### config.mk
export PLATFORM = sky130hd
export DESIGN_NAME = ic_cell
export DESIGN_NICKNAME = d
export VERILOG_FILES = /design/src/sv/inversion_counter_unit_macros.svh /design/src/sv/ic_pkg.sv /design/src/sv/ic_cell.sv
export SDC_FILE = /design/constraint.sdc
export NUM_CORES = 1
export LEC_CHECK = 0
export BUFFER_PORTS_ARGS = -buffer_cell sky130_fd_sc_hd__buf_2
export CAP_MARGIN = 20
export CORE_MARGIN = 3
export CORE_UTILIZATION = 51
export CTS_CLUSTER_DIAMETER = 60
export DETAILED_ROUTE_END_ITERATION = 10
export PLACE_DENSITY = 0.88
export SETUP_SLACK_MARGIN = 0.3
export SLEW_MARGIN = 25
export SYNTH_ARGS = -nofsm -noshare
export SYNTH_HDL_FRONTEND = slang
export SYNTH_SLANG_ARGS = --single-unit
### constraint.sdc
create_clock -name aclk -period 3.3 [get_ports aclk]
set_clock_uncertainty 0.15 [all_clocks]
set_input_delay 0.495 -clock aclk [delete_from_list [all_inputs] [get_ports aclk]]
set_output_delay 0.495 -clock aclk [all_outputs]
set_load 0.1 [all_outputs]
### src/sv/inversion_counter_unit_macros.svh
// Assertion macros shared by the inversion counter RTL.
// No dependencies; each RTL file that checks itself includes this header.
`ifndef INVERSION_COUNTER_UNIT_MACROS_SVH
`define INVERSION_COUNTER_UNIT_MACROS_SVH

`ifndef SYNTH
// Same-cycle implication, disabled while reset is asserted.
`define IC_ASSERT_SAME(lbl, clk, rstn, ante, cons) \
    lbl: assert property (@(posedge clk) disable iff (!rstn) (ante) |-> (cons)) \
        else $error("inversion counter: same-cycle check failed");
// Next-cycle implication, disabled while reset is asserted.
`define IC_ASSERT_NEXT(lbl, clk, rstn, ante, cons) \
    lbl: assert property (@(posedge clk) disable iff (!rstn) (ante) |=> (cons)) \
        else $error("inversion counter: next-cycle check failed");
`else
`define IC_ASSERT_SAME(lbl, clk, rstn, ante, cons)
`define IC_ASSERT_NEXT(lbl, clk, rstn, ante, cons)
`endif

`endif

### src/sv/ic_pkg.sv
// Shared constants and types for the inversion counter.
// No dependencies; used by ic_cell and inversion_counter_unit.
package ic_pkg;

    localparam int MAX_ITEMS_DEF  = 256;
    localparam int VALUE_BITS_DEF = 32;

    localparam int ADDED_W = 8;
    localparam int TOTAL_W = 15;

    localparam int ADDED_MAX = 255;
    localparam int TOTAL_MAX = 32767;

    // Control bits that travel with a word along the cell row
    typedef struct packed {
        logic valid;
        logic last;
        logic ovf;
    } ic_ctl_t;

endpackage

### src/sv/ic_cell.sv
// One compare cell of the inversion counter row: holds one stored key.
// Depends on ic_pkg (ic_ctl_t).
module ic_cell import ic_pkg::*; #(
    parameter int VALUE_BITS = VALUE_BITS_DEF,
    parameter int CNT_W      = 9,
    parameter int GRT_W      = 8,
    parameter int CELL_IDX   = 0
) (
    input  logic                  aclk,
    input  logic                  aresetn,
    input  logic                  adv,
    input  ic_ctl_t               in_ctl,
    input  logic [VALUE_BITS-1:0] in_key,
    input  logic [CNT_W-1:0]      in_cnt,
    input  logic [GRT_W-1:0]      in_grt,
    output ic_ctl_t               out_ctl,
    output logic [VALUE_BITS-1:0] out_key,
    output logic [CNT_W-1:0]      out_cnt,
    output logic [GRT_W-1:0]      out_grt
);

    ic_ctl_t               ctl_reg;
    logic [VALUE_BITS-1:0] key_reg;
    logic [CNT_W-1:0]      cnt_reg;
    logic [GRT_W-1:0]      grt_reg;
    logic [VALUE_BITS-1:0] stored_reg;

    logic [GRT_W-1:0]      grt_next;
    logic                  occupied;
    logic                  store_here;

    // The word's own array count says which cells belong to its array
    assign occupied   = in_cnt > CNT_W'(CELL_IDX);
    assign store_here = in_ctl.valid && (in_cnt == CNT_W'(CELL_IDX));

    always_comb begin
        grt_next = in_grt;
        if (in_ctl.valid && occupied && (stored_reg > in_key)) begin
            grt_next = in_grt + GRT_W'(1);
        end
    end

    always_ff @(posedge aclk) begin
        if (!aresetn) begin
            ctl_reg <= '0;
        end else if (adv) begin
            ctl_reg <= in_ctl;
        end
    end

    always_ff @(posedge aclk) begin
        if (adv) begin
            key_reg <= in_key;
            cnt_reg <= in_cnt;
            grt_reg <= grt_next;
            if (store_here) begin
                stored_reg <= in_key;
            end
        end
    end

    assign out_ctl = ctl_reg;
    assign out_key = key_reg;
    assign out_cnt = cnt_reg;
    assign out_grt = grt_reg;

endmodule

==> Word level (Yosys, flattened, before mapping) <==
Index checks and enable logic that the tools add are counted.
{ "totals": {"in_bits": 55, "ramBits": 0, "memories": 0, "wordCells": 16, "reg_bits": 84, "rom_bits": 0, "latchBits": 0, "out_inout_bits": 52} }
{ "op_classes": {"n_mul": 0, "n_reduce_logical": 5, "n_eq_ne": 0, "muxes": 1, "add_sub_neg": 1, "shift": 0, "n_lt_le_gt_ge": 2, "bitwise": 0, "n_div": 0} }
{ "ops": {"columns": ["cell", "n"], "rows": [
  ["$gt 32x32->1", 1],
  ["$gt 9x1->1 const B", 1],
  ["$logic_not 9->1", 1],
  ["$add 8x1->8 const B", 1],
  ["$mux 8", 1],
  ["$logic_and 1x1->1", 3],
  ["$reduce_and 2->1", 1]
]} }

==> Depth between registers and ports, before layout <==
{ "depth": {"ltp_word": 4, "depth_mapped": 8} }

==> Least setup slack after synthesis <==
OpenSTA, ideal clock, no wires.
{ "synth_timing": {"kind": "input to register", "startpoint": "input in_cnt[4]", "endpoint": "register stored_reg[0], enable pin", "cell_stages": 3, "arrival_ps": 2277, "path_buffers": 0, "path_slack_ps": 452, "cell_sequence": "nor4_1 -> nand3_1 -> nor2_1"} }
{ "synth_via": {"elab_chain_len": 3} }
{ "synth_rtl": {"columns": ["item", "line", "source"], "rows": [
  ["from (decl)", "ic_cell.sv:14", "input logic [CNT_W-1:0] in_cnt,"],
  ["$logic_not 9->1", "ic_cell.sv:34", "assign store_here = in_ctl.valid && (in_cnt == CNT_W'(CELL_IDX));"],
  ["$logic_and 1x1->1", "ic_cell.sv:34", null],
  ["$reduce_and 2->1 (no source line)", null, null],
  ["to (signal assigned)", "ic_cell.sv:57", "stored_reg <= in_key;"],
  ["to (decl)", "ic_cell.sv:26", "logic [VALUE_BITS-1:0] stored_reg;"]
]} }
No other way between the ends.
A chain may end at the register's enable or synchronous reset.

==> Final worst setup path <==
{ "layout_timing": {"startpoint": "register stored_reg[17]", "endpoint": "register grt_reg[1] (netlist: out_grt[1]), data pin"} }
{ "layout_via": {"elab_chain_len": 3} }
{ "layout_rtl": {"columns": ["item", "line", "source"], "rows": [
  ["$gt 32x32->1", "ic_cell.sv:38", "if (in_ctl.valid && occupied && (stored_reg > in_key)) begin"],
  ["$logic_and 1x1->1", "ic_cell.sv:38", null],
  ["$mux 8", "ic_cell.sv:38", null],
  ["named net grt_next[1]", "ic_cell.sv:28", "logic [GRT_W-1:0] grt_next;"],
  ["to (signal assigned)", "ic_cell.sv:55", "grt_reg <= grt_next;"],
  ["to (decl)", "ic_cell.sv:25", "logic [GRT_W-1:0] grt_reg;"]
]} }
The timed path passes the listed nets, and every way through them passes these cells.

==> metrics.md <==
| Metric | Value |
|---|---|
| Status | `completed` |
| Sequential fraction of the synthesis area | `0.692` |
| Setup TNS | `0 ps` |
| Drt total wl | `7180 µm` |
| Kind of cell adding the most delay to the critical path | `simple AND/OR/NAND/NOR gates` |
| Die area | `8100 µm²` |
| Port Buffer Count | `106` |
| Overflow after GRT | `0` |
| Mux contribution to synthesized area | `0.00869` |
| Initial DRC count | `139` |
| Slowest cell on the critical path | `or4b_4` |
| Die height | `90.0 µm` |
| Max Clk Rate | `355 MHz` |
| Antenna-violating nets left | `0` |
| Pwr/cell area | `546 nW/µm²` |
| XOR/XNOR share of the synthesized area | `0.0170` |
| Total CTS buffers | `9` |
| WL per Instance | `15.8 µm` |
| RSZ-0062 raised after global routing | `false` |
| Placed cell area | `4280 µm²` |
| Worst slew pin tran | `674 ps` |
| CTS H-Tree Depth | `3` |
| Post-Synth Simple-Gate Area | `0.0695` |
| Netlist cell types | `33` |
| Buf/Inv on CP | `0` |
| Via-per-instance ratio | `5.13` |
| Cell area after synthesis | `3600 µm²` |
| Clock transition at the registers of the reported paths | `70 ps` |
| Commonest non-fill, non-tap cell in the layout | `buf_2` |
| Crit-path max FO | `7` |
| Critical Path End | `out_grt[1]` |
| Area grow syn2layout | `23.8%` |
| Total clock sinks | `84` |
| Global-route wire length before repair | `11,600 µm` |
| Setup Fix Bufs, Post-CTS | `0` |
| Initial Util | `0.545` |
| Clock buffer depth | `2` |
| Initial antenna violation count | `0` |
| CP required | `3240 ps` |
| Critical path cell sequence | `ha_1 -> and4_1 -> or4b_4 -> o311a_4 -> o21ai_0 -> mux2_2` |
| DR vias | `2,330` |
| Seq cells post-synth | `84` |
| VDD IR max | `0.301 mV` |
| Syn nets | `326` |
| Final nets | `445` |
| Clock root buffer | `clkbuf_8` |
| Worst min path class | `in2reg` |
| Core footprint | `6600 µm²` |
| DP Wirelength | `5360 µm` |
| Final min period | `2810 ps` |
| Number of remaining DRC errors | `0` |
| Flop2flop setup slack | `490 ps` |
| P_leak | `1.91 nW` |
| GP Congestion | `0.863` |
| Fin. max-slew vios | `0` |
| Critical R2R Capture | `out_grt[1]` |
| Gr usage total | `0.183` |
| WP depth | `6` |
| RR Startpoint | `stored_reg[17]` |
| Setup crit start | `stored_reg[17]` |
| Compound-Gate Fraction of Synth Area | `0.0636` |
| # IOs | `107` |
| Pin count of the biggest net entering global routing | `53` |
| R2R depth | `6` |
| Max stage delay on crit path | `510 ps` |
| Mapped Cells | `238` |
| Area share of fa/ha/maj cells after synthesis | `0.115` |
| Final period util | `0.853` |
| CTS tree | `built` |
| Worst skew pair latency | `340 ps` |
| Worst Path Arrival | `2750 ps` |
| Final Cell Area | `4460 µm²` |
| Commonest non-fill, non-tap cells in the layout | `buf_2, edfxtp_1, inv_1, ha_1, a21oi_1` |
| Post-CTS Hold Fix Bufs | `0` |
| Final Hold Vio Count | `0` |
| Die span in x | `90.0 µm` |
| Vias in the first global route | `2,448` |
| Slew margin rel. | `0.551` |
| Endpoints failing setup | `0` |
| Largest family of logic cells by synthesized area | `adder cells` |
| First drt pass iteration count | `4` |
| Yosys Warn Count | `0` |
| Critical Path End Type | `flip-flop` |
| N_diodes | `0` |
| Average size of a mapped cell | `15.1 µm²` |
| MaxCap Viol Count | `0` |
| Startpoint Class | `flip-flop` |
| # rows | `29` |
| CTS resizes | `0` |
| Layout cells sized above 1 | `0.355` |
| Critical path class | `reg2reg` |
[layout make-up]
cell class | count | area (µm²)
inverter | 33 | 124
clock inverter | 3 | 38.8
tap | 93 | 116
multi-input combinational | 121 | 992
sequential | 84 | 2490
fill | 509 | 2150
timing repair buffer | 108 | 558
clock buffer | 12 | 135
[power breakdown]
group          switching, mW  leakage (nW)  internal, mW  total [mW]
logic                  0.446          1.03        0.0869       0.533
registers             0.0116         0.792          1.22        1.23
clock network          0.321        0.0879         0.343       0.664
total                  0.778          1.91          1.65        2.43
[layer usage]
layer	GRT usage	wire length, µm	share of wire
met1	0.194	2740	0.38
met2	0.345	3910	0.54
met3	0.0626	445	0.062
met5	0	0	0
met4	0.0485	78	0.011
[cell families after synthesis]
| logic type | count (synthesis) |
|---|---|
| flops | 84 |
| xor+xnor | 7 |
| compound gates | 34 |
| mux | 3 |
| fa+ha+maj | 33 |
| simple gates | 44 |
| buf+inv | 33 |
[metrics by stage]
step	power [mW]	setup slack, ps	util	cells	hold WS (ps)
CTS	2.46	484	0.675	454	183
finish	2.43	485	0.675	454	200
global route	2.52	325	0.675	454	179
floorplan	1.67	452	-	238	444
detailed placement	1.79	241	0.649	439	340
global placement	1.78	357	0.649	439	321
[synthesized netlist by cell type, drive strengths merged]
| master | n | area share |
|---|---|---|
| a221oi | 2 | 0.0049 |
| nor3 | 2 | 0.0028 |
| o311a | 1 | 0.0059 |
| o2111ai | 2 | 0.0049 |
| edfxtp | 81 | 0.68 |
| and3 | 3 | 0.0052 |
| o21ai | 7 | 0.0097 |
| nor4 | 1 | 0.0017 |
| a32oi | 1 | 0.0024 |
| and2 | 1 | 0.0017 |
| a31oi | 1 | 0.0035 |
| nand2 | 10 | 0.010 |
| nor2 | 5 | 0.0052 |
| a21oi | 14 | 0.019 |
| o211ai | 4 | 0.0083 |
| dfxtp | 3 | 0.017 |
| or2 | 2 | 0.0035 |
| ha | 33 | 0.11 |
| nand3 | 5 | 0.0069 |
| inv | 33 | 0.034 |
| nand2b | 2 | 0.0035 |
| xnor2 | 7 | 0.017 |
| nand4 | 7 | 0.014 |
| a21boi | 1 | 0.0021 |
| mux2i | 2 | 0.0056 |
| or4b | 1 | 0.0038 |
| a211o | 1 | 0.0024 |
| nor2b | 3 | 0.0052 |
| and4 | 2 | 0.0056 |
| mux2 | 1 | 0.0031 |
[worst min-delay path by stage]
stage | startpoint | endpoint | slack [ps] | depth (start not counted)
2_1_floorplan | in_cnt[0] | out_cnt[0] | 440 | 0
3_3_place_gp | out_ctl[2] | out_ctl[2] | 320 | 2
3_5_place_dp | out_ctl[2] | out_ctl[2] | 340 | 2
4_1_cts | in_cnt[2] | out_cnt[2] | 180 | 1
5_1_grt | in_cnt[2] | out_cnt[2] | 180 | 1
6_report | in_cnt[2] | out_cnt[2] | 200 | 1
(Power assumes the default switching activity.)
